==> config.mk <==
export PLATFORM = sky130hd
export DESIGN_NAME = serial_motor_command_parser
export DESIGN_NICKNAME = d
export VERILOG_FILES = /design/src/rtl/smcp_pkg.sv /design/src/rtl/serial_motor_command_parser.sv /design/src/rtl/smcp_queue.sv /design/src/rtl/smcp_front.sv /design/src/rtl/smcp_back.sv
export SDC_FILE = /design/constraint.sdc
export NUM_CORES = 1
export LEC_CHECK = 0
export BUFFER_PORTS_ARGS = -buffer_cell sky130_fd_sc_hd__buf_2
export CAP_MARGIN = 15
export CORE_ASPECT_RATIO = 1.1
export CORE_UTILIZATION = 25
export DETAILED_ROUTE_END_ITERATION = 16
export GPL_ROUTABILITY_DRIVEN = 0
export MAX_ROUTING_LAYER = met4
export SYNTH_ARGS = -nofsm -noshare
export SYNTH_HDL_FRONTEND = slang
export SYNTH_HIERARCHICAL = 1
export SYNTH_SLANG_ARGS = --single-unit
==> constraint.sdc <==
create_clock -name i_clk -period 19.3 [get_ports i_clk]
set_input_delay 2.895 -clock i_clk [delete_from_list [all_inputs] [get_ports i_clk]]
set_output_delay 2.895 -clock i_clk [all_outputs]
set_load 0.01 [all_outputs]
==> src/rtl/smcp_pkg.sv <==
// Shared types and constants for the serial motor command parser.
// No dependencies.
`timescale 1ns / 1ps

package smcp_pkg;

    localparam int MAX_CHANNELS     = 4;
    localparam int DEFAULT_CHANNELS = 4;
    localparam int CH_W             = 2;
    localparam int DUTY_W           = 10;
    localparam int TICK_W           = 16;
    localparam int SPEED_W          = 8;
    localparam int PROD_W           = DUTY_W + SPEED_W;
    localparam int MASK_W           = 2 * MAX_CHANNELS;

    localparam logic [DUTY_W-1:0] DUTY_LIMIT_RESET = 10'd480;
    localparam logic [TICK_W-1:0] TIMEOUT_RESET    = 16'd524;

    // APB map: register index sits in address bit 2
    localparam int               APB_ADDR_W    = 3;
    localparam int               APB_DATA_W    = 32;
    localparam logic             REG_DUTY_LIMIT = 1'b0;
    localparam logic             REG_TIMEOUT    = 1'b1;

    // Characters of the command format
    localparam logic [7:0] CHAR_X       = 8'h78;
    localparam logic [7:0] CHAR_Y       = 8'h79;
    localparam logic [7:0] CHAR_Z       = 8'h7A;
    localparam logic [7:0] CHAR_W       = 8'h77;
    localparam logic [7:0] CHAR_PLUS    = 8'h2B;
    localparam logic [7:0] CHAR_MINUS   = 8'h2D;
    localparam logic [7:0] CHAR_NEWLINE = 8'h0A;
    localparam logic [7:0] CHAR_DIG0    = 8'h30;
    localparam logic [7:0] CHAR_DIG9    = 8'h39;
    localparam logic [7:0] CHAR_HEXA    = 8'h61;
    localparam logic [7:0] CHAR_HEXF    = 8'h66;

    localparam logic MODE_BYTE = 1'b0;
    localparam logic MODE_TICK = 1'b1;

    localparam int QUEUE_DEPTH = 2;
    localparam int QPTR_W      = 1;
    localparam int QCNT_W      = 2;

    typedef struct packed {
        logic       mode;
        logic [7:0] rx_byte;
    } t_in_item;

    typedef struct packed {
        logic [MASK_W-1:0] override_mask;
        logic [DUTY_W-1:0] duty_zero;
        logic [DUTY_W-1:0] duty_one;
        logic [DUTY_W-1:0] duty_two;
        logic [DUTY_W-1:0] duty_three;
        logic              command_applied;
        logic              format_error;
        logic              brake_applied;
    } t_out_item;

    typedef enum logic [1:0] {
        OP_TICK,
        OP_PARSE,
        OP_ERROR,
        OP_APPLY
    } t_op_kind;

    // One classified item on its way from parser to executor
    typedef struct packed {
        t_op_kind          kind;
        logic [CH_W-1:0]   chan;
        logic              rev;
        logic [PROD_W-1:0] product;
    } t_op;

endpackage

==> src/rtl/serial_motor_command_parser.sv <==
// Top level: serial motor command parser with APB registers; uses smcp_pkg.
// An accepted item is queued, then popped into the result register when it is free.
// Throughput: one item per cycle; a two-entry queue parts parser and executor,
// so the input stalls only once two items wait behind a stalled result.
// Reset (synchronous, active low) clears parser, overrides, duties, tick count
// and queue, and loads duty_limit=480, timeout_ticks=524.
`timescale 1ns / 1ps

module serial_motor_command_parser
    import smcp_pkg::*;
#(
    parameter int CHANNELS = DEFAULT_CHANNELS
) (
    input  logic                  i_clk,
    input  logic                  i_rst_n,
    // input item channel
    input  logic                  i_in_valid,
    output logic                  o_in_stall,
    input  t_in_item              i_in_item,
    // result item channel
    output logic                  o_out_valid,
    input  logic                  i_out_stall,
    output t_out_item             o_out_item,
    // register port
    input  logic                  psel,
    input  logic                  penable,
    input  logic                  pwrite,
    input  logic [APB_ADDR_W-1:0] paddr,
    input  logic [APB_DATA_W-1:0] pwdata,
    output logic [APB_DATA_W-1:0] prdata,
    output logic                  pready
);

    logic [DUTY_W-1:0] r_duty_limit;
    logic [TICK_W-1:0] r_timeout_ticks;

    logic              in_accept;
    logic              q_full;
    logic              q_valid;
    logic              q_pop;
    t_op               front_op;
    t_op               q_head;

    // Registers: index lives in paddr[2], low address bits are ignored
    assign pready = 1'b1;

    always_ff @(posedge i_clk) begin
        if (!i_rst_n) begin
            r_duty_limit    <= DUTY_LIMIT_RESET;
            r_timeout_ticks <= TIMEOUT_RESET;
        end else if (psel && penable && pwrite) begin
            case (paddr[2])
                REG_DUTY_LIMIT: r_duty_limit    <= pwdata[DUTY_W-1:0];
                REG_TIMEOUT:    r_timeout_ticks <= pwdata[TICK_W-1:0];
                default: ;
            endcase
        end
    end

    always_comb begin
        case (paddr[2])
            REG_DUTY_LIMIT: prdata = APB_DATA_W'(r_duty_limit);
            REG_TIMEOUT:    prdata = APB_DATA_W'(r_timeout_ticks);
            default:        prdata = '0;
        endcase
    end

    // An item is taken whenever the queue has room; every item, tick or
    // byte, becomes one queue entry and later exactly one result item.
    assign o_in_stall = q_full;
    assign in_accept  = i_in_valid && !q_full;

    smcp_front #(
        .CHANNELS (CHANNELS)
    ) u_front (
        .i_clk        (i_clk),
        .i_rst_n      (i_rst_n),
        .i_accept     (in_accept),
        .i_item       (i_in_item),
        .i_duty_limit (r_duty_limit),
        .o_op         (front_op)
    );

    smcp_queue u_queue (
        .i_clk     (i_clk),
        .i_rst_n   (i_rst_n),
        .i_push    (in_accept),
        .i_push_op (front_op),
        .o_full    (q_full),
        .i_pop     (q_pop),
        .o_valid   (q_valid),
        .o_head    (q_head)
    );

    // Back end pops while its result register is free or being drained
    smcp_back #(
        .CHANNELS (CHANNELS)
    ) u_back (
        .i_clk           (i_clk),
        .i_rst_n         (i_rst_n),
        .i_duty_limit    (r_duty_limit),
        .i_timeout_ticks (r_timeout_ticks),
        .i_head_valid    (q_valid),
        .i_head          (q_head),
        .o_pop           (q_pop),
        .o_out_valid     (o_out_valid),
        .i_out_stall     (i_out_stall),
        .o_out_item      (o_out_item)
    );

endmodule

==> src/rtl/smcp_queue.sv <==
// Two-entry queue of classified items between parser and executor.
// Depends on smcp_pkg.
`timescale 1ns / 1ps

module smcp_queue
    import smcp_pkg::*;
(
    input  logic i_clk,
    input  logic i_rst_n,
    input  logic i_push,
    input  t_op  i_push_op,
    output logic o_full,
    input  logic i_pop,
    output logic o_valid,
    output t_op  o_head
);

    t_op                r_entry [QUEUE_DEPTH];
    logic [QPTR_W-1:0]  r_wr_ptr;
    logic [QPTR_W-1:0]  r_rd_ptr;
    logic [QCNT_W-1:0]  r_count;

    assign o_full  = (r_count == QCNT_W'(QUEUE_DEPTH));
    assign o_valid = (r_count != '0);
    assign o_head  = r_entry[r_rd_ptr];

    always_ff @(posedge i_clk) begin
        if (!i_rst_n) begin
            r_wr_ptr <= '0;
            r_rd_ptr <= '0;
            r_count  <= '0;
        end else begin
            if (i_push) begin
                r_wr_ptr <= r_wr_ptr + 1'b1;
            end
            if (i_pop) begin
                r_rd_ptr <= r_rd_ptr + 1'b1;
            end
            case ({i_push, i_pop})
                2'b10:   r_count <= r_count + 1'b1;
                2'b01:   r_count <= r_count - 1'b1;
                default: r_count <= r_count;
            endcase
        end
    end

    always_ff @(posedge i_clk) begin
        if (i_push) begin
            r_entry[r_wr_ptr] <= i_push_op;
        end
    end

endmodule

==> src/rtl/smcp_front.sv <==
// Parser front end: accepts items, tracks the five-byte command format
// and classifies each item into a queue entry. Depends on smcp_pkg.
`timescale 1ns / 1ps

module smcp_front
    import smcp_pkg::*;
#(
    parameter int CHANNELS = DEFAULT_CHANNELS
) (
    input  logic              i_clk,
    input  logic              i_rst_n,
    input  logic              i_accept,
    input  t_in_item          i_item,
    input  logic [DUTY_W-1:0] i_duty_limit,
    output t_op               o_op
);

    typedef enum logic [2:0] {
        POS_CHAN,
        POS_SIGN,
        POS_HI,
        POS_LO,
        POS_NL
    } t_pos;

    t_pos               r_pos,   n_pos;
    logic [CH_W-1:0]    r_chan,  n_chan;
    logic               r_rev,   n_rev;
    logic [SPEED_W-1:0] r_speed, n_speed;

    logic [2:0]         letter_idx;   // 4 = not a channel letter
    logic               letter_ok;
    logic [3:0]         hex_val;
    logic               hex_ok;
    t_op_kind           kind;

    always_comb begin
        case (i_item.rx_byte)
            CHAR_X:  letter_idx = 3'd0;
            CHAR_Y:  letter_idx = 3'd1;
            CHAR_Z:  letter_idx = 3'd2;
            CHAR_W:  letter_idx = 3'd3;
            default: letter_idx = 3'd4;
        endcase
        letter_ok = (letter_idx < 3'(CHANNELS));
    end

    always_comb begin
        case (i_item.rx_byte) inside
            [CHAR_DIG0:CHAR_DIG9]: begin
                hex_val = i_item.rx_byte[3:0];
                hex_ok  = 1'b1;
            end
            [CHAR_HEXA:CHAR_HEXF]: begin
                hex_val = i_item.rx_byte[3:0] + 4'd9;
                hex_ok  = 1'b1;
            end
            default: begin
                hex_val = '0;
                hex_ok  = 1'b0;
            end
        endcase
    end

    always_comb begin
        n_pos   = r_pos;
        n_chan  = r_chan;
        n_rev   = r_rev;
        n_speed = r_speed;
        kind    = OP_TICK;
        if (i_item.mode == MODE_BYTE) begin
            kind = OP_ERROR;
            case (r_pos)
                POS_CHAN: begin
                    if (letter_ok) begin
                        n_chan = letter_idx[CH_W-1:0];
                        n_pos  = POS_SIGN;
                        kind   = OP_PARSE;
                    end
                end
                POS_SIGN: begin
                    if (i_item.rx_byte == CHAR_PLUS || i_item.rx_byte == CHAR_MINUS) begin
                        n_rev = (i_item.rx_byte == CHAR_MINUS);
                        n_pos = POS_HI;
                        kind  = OP_PARSE;
                    end
                end
                POS_HI: begin
                    if (hex_ok) begin
                        n_speed = {hex_val, 4'h0};
                        n_pos   = POS_LO;
                        kind    = OP_PARSE;
                    end
                end
                POS_LO: begin
                    if (hex_ok) begin
                        n_speed = {r_speed[7:4], hex_val};
                        n_pos   = POS_NL;
                        kind    = OP_PARSE;
                    end
                end
                POS_NL: begin
                    if (i_item.rx_byte == CHAR_NEWLINE) begin
                        n_pos = POS_CHAN;
                        kind  = OP_APPLY;
                    end
                end
                default: kind = OP_ERROR;
            endcase
            if (kind == OP_ERROR) begin
                n_pos = POS_CHAN;
            end
        end
    end

    // Product is taken with the latched speed; the divide by 255 is in the back end
    always_comb begin
        o_op.kind    = kind;
        o_op.chan    = r_chan;
        o_op.rev     = r_rev;
        o_op.product = PROD_W'(r_speed) * PROD_W'(i_duty_limit);
    end

    always_ff @(posedge i_clk) begin
        if (!i_rst_n) begin
            r_pos   <= POS_CHAN;
            r_chan  <= '0;
            r_rev   <= 1'b0;
            r_speed <= '0;
        end else if (i_accept) begin
            r_pos   <= n_pos;
            r_chan  <= n_chan;
            r_rev   <= n_rev;
            r_speed <= n_speed;
        end
    end

endmodule

==> src/rtl/smcp_back.sv <==
// Executor back end: applies queued items to duties, pin overrides and the
// idle tick counter, and holds the result register. Depends on smcp_pkg.
`timescale 1ns / 1ps

module smcp_back
    import smcp_pkg::*;
#(
    parameter int CHANNELS = DEFAULT_CHANNELS
) (
    input  logic              i_clk,
    input  logic              i_rst_n,
    input  logic [DUTY_W-1:0] i_duty_limit,
    input  logic [TICK_W-1:0] i_timeout_ticks,
    input  logic              i_head_valid,
    input  t_op               i_head,
    output logic              o_pop,
    output logic              o_out_valid,
    input  logic              i_out_stall,
    output t_out_item         o_out_item
);

    logic [MASK_W-1:0] r_override, n_override;
    logic [DUTY_W-1:0] r_duty [CHANNELS];
    logic [DUTY_W-1:0] n_duty [CHANNELS];
    logic [TICK_W-1:0] r_idle, n_idle;
    logic              r_out_valid;
    t_out_item         r_out_item, n_out_item;

    logic [TICK_W-1:0] tick_next;
    logic [26:0]       scaled;
    logic [10:0]       q_est;
    logic [PROD_W:0]   q_back;
    logic [PROD_W:0]   remainder;
    logic [10:0]       quotient;
    logic [DUTY_W-1:0] duty_new;
    logic [DUTY_W-1:0] duty_all [MAX_CHANNELS];
    logic              applied, error, brake;

    assign o_pop       = i_head_valid && (!r_out_valid || !i_out_stall);
    assign o_out_valid = r_out_valid;
    assign o_out_item  = r_out_item;

    // floor(x/255): x*257/65536 is exact or one low, fixed by one compare
    always_comb begin
        scaled    = 27'(i_head.product) + (27'(i_head.product) << 8);
        q_est     = scaled[26:16];
        q_back    = (19'(q_est) << 8) - 19'(q_est);
        remainder = 19'(i_head.product) - q_back;
        quotient  = q_est + ((remainder >= 19'd255) ? 11'd1 : 11'd0);
        duty_new  = (quotient > 11'(i_duty_limit)) ? i_duty_limit : quotient[DUTY_W-1:0];
    end

    always_comb begin
        tick_next  = r_idle + 1'b1;
        n_override = r_override;
        n_idle     = r_idle;
        applied    = 1'b0;
        error      = 1'b0;
        brake      = 1'b0;
        for (int i = 0; i < CHANNELS; i++) begin
            n_duty[i] = r_duty[i];
        end
        case (i_head.kind)
            OP_TICK: begin
                if (tick_next >= i_timeout_ticks) begin
                    n_override = '0;
                    n_idle     = '0;
                    brake      = 1'b1;
                end else begin
                    n_idle = tick_next;
                end
            end
            OP_ERROR: error = 1'b1;
            OP_APPLY: begin
                applied = 1'b1;
                n_idle  = '0;
                for (int i = 0; i < CHANNELS; i++) begin
                    if (i_head.chan == CH_W'(i)) begin
                        n_duty[i]         = duty_new;
                        n_override[2*i]   = i_head.rev;
                        n_override[2*i+1] = !i_head.rev;
                    end
                end
            end
            default: ;
        endcase

        for (int i = 0; i < MAX_CHANNELS; i++) begin
            duty_all[i] = '0;
        end
        for (int i = 0; i < CHANNELS; i++) begin
            duty_all[i] = n_duty[i];
        end
        n_out_item.override_mask   = n_override;
        n_out_item.duty_zero       = duty_all[0];
        n_out_item.duty_one        = duty_all[1];
        n_out_item.duty_two        = duty_all[2];
        n_out_item.duty_three      = duty_all[3];
        n_out_item.command_applied = applied;
        n_out_item.format_error    = error;
        n_out_item.brake_applied   = brake;
    end

    always_ff @(posedge i_clk) begin
        if (!i_rst_n) begin
            r_override  <= '0;
            r_idle      <= '0;
            r_out_valid <= 1'b0;
            for (int i = 0; i < CHANNELS; i++) begin
                r_duty[i] <= '0;
            end
        end else begin
            if (o_pop) begin
                r_override  <= n_override;
                r_idle      <= n_idle;
                r_out_valid <= 1'b1;
                for (int i = 0; i < CHANNELS; i++) begin
                    r_duty[i] <= n_duty[i];
                end
            end else if (!i_out_stall) begin
                r_out_valid <= 1'b0;
            end
        end
    end

    always_ff @(posedge i_clk) begin
        if (o_pop) begin
            r_out_item <= n_out_item;
        end
    end

    a_one_flag: assert property (@(posedge i_clk) disable iff (!i_rst_n)
        r_out_valid |-> $onehot0({r_out_item.command_applied, r_out_item.format_error,
                                  r_out_item.brake_applied}))
        else $error("more than one status flag in a result");

    a_brake_clears: assert property (@(posedge i_clk) disable iff (!i_rst_n)
        (r_out_valid && r_out_item.brake_applied) |-> (r_out_item.override_mask == '0))
        else $error("brake result with overrides still set");

    a_apply_resets_idle: assert property (@(posedge i_clk) disable iff (!i_rst_n)
        (o_pop && i_head.kind == OP_APPLY) |=> (r_idle == '0))
        else $error("idle count not cleared by command");

endmodule

== After elaboration in Yosys (flattened, before gate mapping) ==
Memories as Yosys holds them, arrays and structs flattened. A register that Yosys moved wholly into a read port is not among the register bits.
Cells that the tools add are included.
Cells by class
  add/subtract/negate cells: 10
  multipliers: 1
  magnitude comparators: 8
  equal/unequal tests: 28
  muxes and demuxes: 56
  bitwise gates (word level): 7
  reductions and logical operators: 29
Operators by type and width (count)
  $mux W10: 9
  $pmux W32 S2: 1
  $mux W40: 1
  $eq A8 B7 Y1 const B: 4
  $pmux W16 S2: 1
  $pmux W8 S2: 2
  $add A18 B26 Y27: 1
  $ge A19 B8 Y1 const B: 1
  $sub A18 B19 Y19: 1
  $sub A19 B11 Y19: 1
  $mul A8 B10 Y18: 1
  $mux W2: 9
  $mux W3: 6
  $mux W1: 17
  $add A16 B1 Y16 const B: 1
  $eq A8 B6 Y1 const B: 2
  $ge A16 B16 Y1: 1
  $mux W16: 1
  $mux W8: 2
  $ne A3 B1 Y1 const B: 5
  $pmux W3 S5: 1
  $eq A2 B2 Y1 const B: 7
  $mux W4: 3
  $pmux W3 S4: 1
  33 further kinds: 60
Word-level totals
  register bits: 120
  memory bits (writable): 86
  bits of input ports: 51
  output and inout port bits: 86
  memories kept: 2
Memory list
  u_queue.r_entry: depth 2, bits a word 23, rd ports 1, clocked after memory_dff 1, wr ports 1, RTL line smcp_queue.sv:18  | t_op r_entry [QUEUE_DEPTH];
  u_back.r_duty: depth 4, bits a word 10, rd ports 4, clocked after memory_dff 0, wr ports 4, RTL line smcp_back.sv:23  | logic [DUTY_W-1:0] r_duty [CHANNELS];

== Depth between registers and ports, before layout ==
  depth in word-level cells: 11
  mapped depth: 41

== Hierarchy ==
Netlist, hierarchy kept.
By module, submodules not included
  smcp_back: times used 1, cells each 906, area an instance 8349.3 um^2, sequential area each 3233.1 um^2
  smcp_front: times used 1, cells each 425, area an instance 3679.8 um^2, sequential area each 280.3 um^2
  smcp_queue: times used 1, cells each 93, area an instance 1869.3 um^2, sequential area each 1481.4 um^2
  serial_motor_command_parser: times used 1, cells each 149, area an instance 1397.6 um^2, sequential area each 520.5 um^2

== Least setup slack after synthesis ==
OpenSTA, ideal clock, no wires.
  path type: register to register
  from: register (tool-made name)
  to: register u_back.r_out_item, in the netlist u_back/o_out_item[6] (data pin)
  data arrival time: 7.771 ns
  data required time: 19.036 ns
  setup slack: 11.265 ns
  cell stages (with the launch flop): 37
  path buffers: 3
  cells stage by stage: dfxtp_1 buf_2 mux2_2 ha_1 a211oi_1 o311ai_2 nand2_1 nor2_1 and3_1 ha_1 clkbuf_1 inv_1 ha_1 inv_1 ha_1 or4_1 o21ai_0 o21ai_0 o22ai_1 o2111ai_1 a2111oi_0 nand4_1 ha_1 ha_1 inv_1 a21oi_4 a31oi_1 ha_1 o21a_1 o31ai_1 a21oi_1 o41ai_2 o21ai_2 a21oi_4 buf_6 mux2i_4 o21ai_1
RTL lines
  end signal, assigned: RTL line smcp_back.sv:128  | r_out_item <= n_out_item;
  end, declared: RTL line smcp_back.sv:27  | t_out_item r_out_item, n_out_item;

==> reports/results.tsv <==
stage	metric	value	unit
status	status	complete, no violations	
worst_setup_path	Worst Path Required	19.55	ns
sta	TNS Setup	0	ns
clock_tree	setup bufs post-CTS	0	
sta	Period minus WS final	10.55	ns
clock_tree	Clk Latency, worst-skew pair	0.54	ns
sta	Final Hold Fails	0	
die	Die Footprint	62200	um2
placed_design	Final HPWL DP	27900	um
synthesis	Ys Warns	6	
clock_tree	post-CTS sizing	0	
clock_tree	Clock transition at path regs	0.06	ns
routing	vias	11700	
worst_setup_path	internal reg-to-reg setup slack	8.75	ns
worst_setup_path	reg2reg end	u_back/o_out_item[24]$_DFFE_PP_	
layout	Final Util	28.8	%
die	Initial Util	25.5	%
synthesis	Post-Syn Area	15300	um2
global_route	vias in the first global route	11800	
global_route	GRT overflow	0	
layout	commonest non-fill, non-tap cell in the layout	nand2_1	
worst_setup_path	CP max stage cell	dfxtp_1	
synthesis	area leader, netlist	edfxtp_1	
flow_run	max cap viols	0	
synthesis	Mean Syn Cell Area	9.72	um2
layout	layout cells sized above 1	14.6	%
clock_tree	Hold Buf Count CTS	0	
global_route	first-pass GRT wire length	60500	um
global_route	largest net degree at the start of global routing	74	
routing	DRT Wirelength	37200	um
die	Die Span Y	261	um
routing	routed length per instance	15.0	um
synthesis	Async S/R FF share, synth	0	%
clock_tree	CTS Buffer Depth	3	
clock_tree	CTS tree	done	
worst_setup_path	Critical Path AT	10.80	ns
worst_setup_path	Worst path top cell family by delay	compound AO/OA/AOI/OAI gates	
synthesis	Seq/Total Area, Yosys	36.1	%
synthesis	share of the synthesized area in the top cell type	26.9	%
die	# IOs	137	
global_route	initial antenna violation count	2	
synthesis	synth top area cells	edfxtp_1 (27%), ha_1 (9.6%), dfxtp_1 (9.2%)	
sta	setup violators final	0	
synthesis	post-synthesis instance total	1573	
synthesis	FF+latch count, synth	207	
routing	first-pass iteration count of the detailed router	5	
power_and_ir_drop	Cell Pwr Density	126	nW/um2
placed_design	IO buf count	101	
global_route	gr usage total	12.3	%
power_and_ir_drop	static leakage	7.14	nW
clock_tree	htree depth	1	
layout	Nets	1861	
die	Core Area	60100	um2
sta	Max Freq	94.8	MHz
clock_tree	root buffer cell	clkbuf_16	
worst_setup_path	Worst Setup EP	u_back/o_out_item[24]$_DFFE_PP_	
worst_setup_path	top fanout value on the critical path	31	
sta	fin crit share	54.7	%
synthesis	Primary FF master, synth	edfxtp_1	
layout	synth-to-layout area growth	13.1	%
worst_setup_path	WP depth	36	
sta	Slew Viols, Final	0	
sta	RSZ-0062 raised after global routing	no	
worst_setup_path	Crit path top cell by count	ha_1	
sta	headroom to the max-slew limit	26.5	%
die	Core Rows	94	
sta	worst clock skew	0.0161	ns
worst_setup_path	Worst setup SP type	register	
routing	DRC violations left	0	
die	Die Wd	238	um
routing	1st-iter DRT viols	810	
layout	most frequent cells in the layout	nand2_1 (156), edfxtp_1 (137), inv_1 (135)	
clock_tree	total CTS buffers	23	
routing	ANT nets after route	0	
routing	Vias/cell	4.72	
worst_setup_path	WP buf/inv	2	
worst_setup_path	r2r worst-path depth	36	
power_and_ir_drop	VDD IR max	59.9	uV
worst_setup_path	CP Class	reg2reg	
synthesis	post-synth cell types	97	
sta	Least-Margin Pin Slew	1.10	ns
worst_setup_path	CP Capture Type	register	
worst_setup_path	slowest stage delay, CP	1.00	ns
synthesis	EDFF count, synth	137	
min_path	HP Class	reg2reg	
clock_tree	Sink Count	207	
-- sequential cells by signal, indices dropped and copies added, names as in the netlist, named ones only --
signal,cells
r_duty_limit,10
r_timeout_ticks,16
u_back/o_out_item,51
u_back/o_out_valid,1
u_back/r_duty,40
u_back/r_idle,16
u_back/r_override,8
u_front/r_chan,2
u_front/r_pos,3
u_front/r_rev,1
u_front/r_speed,8
u_queue/r_count,2
u_queue/r_entry,46
u_queue/r_rd_ptr,1
u_queue/r_wr_ptr,1
-- per-layer routing --
metal / global-route usage, % / share of wire [%] / up-vias
met5: - / 0 / -
met1: 15.6 / 45 / 5620
met4: 3.98 / 2.7 / 0
li1: - / - / 5695
met3: 1.96 / 5.4 / 68
met2: 19.8 / 46 / 315
-- cell families after synthesis --
group,Yosys count,synth area share (%)
other cells,2,0.0491
fa+ha+maj,167,16.1
xor+xnor,47,2.81
flops,207,36.1
mux,67,4.87
buf+inv,217,6.45
compound gates,332,15.4
simple gates,534,18.3
-- final cells by class --
class	instances	area [um2]
Antenna cell	1	2.50
Clock inverter	8	93.8
Multi-Input combinational cell	1164	8860
Sequential cell	207	5520
Tap cell	816	1020
Inverter	137	514
Clock buffer	34	708
Timing Repair Buffer	110	581
Fill cell	6287	42800
-- cell usage after synthesis, drive strengths merged, types with 12 or more instances --
| library cell | n |
|---|---|
| a211oi | 20 |
| a21o | 17 |
| a21oi | 86 |
| a31oi | 25 |
| and2 | 89 |
| and3 | 21 |
| buf | 44 |
| clkbuf | 36 |
| dfxtp | 70 |
| edfxtp | 137 |
| fa | 50 |
| ha | 117 |
| inv | 137 |
| mux2 | 33 |
| mux2i | 34 |
| nand2 | 157 |
| nand2b | 13 |
| nand3 | 69 |
| nand4 | 12 |
| nor2 | 67 |
| nor2b | 42 |
| nor3 | 18 |
| o211ai | 17 |
| o21a | 16 |
| o21ai | 69 |
| o31ai | 19 |
| xnor2 | 34 |
| xor2 | 13 |
-- where the power goes --
part | leakage [nW] | total, mW | internal (mW) | switching (mW)
clock | 0.400 | 0.460 | 0.280 | 0.180
combinational | 4.80 | 1.05 | 0.388 | 0.664
sequential | 1.94 | 0.664 | 0.620 | 0.0434
-- worst register-to-register path: cells and delay by family, from the launching register on --
kind,cells,cell delay [ns]
flops,1,1.00
mux,2,1.15
compound gates,12,3.37
buf+inv,2,0.16
simple gates,12,2.43
fa+ha+maj,7,2.02
xor+xnor,1,0.15
-- worst min-delay path by stage --
stage / start / end / depth (start not counted)
finish: r_timeout_ticks[10]$_SDFFE_PN0P_ / r_timeout_ticks[10]$_SDFFE_PN0P_ / 2
global route: r_timeout_ticks[10]$_SDFFE_PN0P_ / r_timeout_ticks[10]$_SDFFE_PN0P_ / 2
CTS: r_timeout_ticks[15]$_SDFFE_PN0P_ / r_timeout_ticks[15]$_SDFFE_PN0P_ / 2
detailed placement: r_timeout_ticks[13]$_SDFFE_PN0P_ / r_timeout_ticks[13]$_SDFFE_PN0P_ / 2
global placement: r_timeout_ticks[13]$_SDFFE_PN0P_ / r_timeout_ticks[13]$_SDFFE_PN0P_ / 2
floorplan: u_front/r_chan[0]$_SDFFE_PN0P_ / u_queue/r_entry[0][19]$_DFFE_PP_ / 0
-- per-stage QoR --
| stage | total power [mW] | instance area (um2) | hold WS, ns | setup slack, ns | instances |
|---|---|---|---|---|---|
| finish | 2.18 | 17300 | 0.477 | 8.75 | 2477 |
| global route | 2.34 | 17300 | 0.501 | 7.98 | 2477 |
| CTS | 2.19 | 17300 | 0.478 | 8.85 | 2475 |
| detailed placement | 1.72 | 16500 | 0.465 | 8.86 | 2433 |
| global placement | 1.69 | 16500 | 0.460 | 8.93 | 2433 |
| floorplan | 1.45 | 15400 | 0.425 | 11.27 | 1588 |
(Power assumes the default switching activity.)
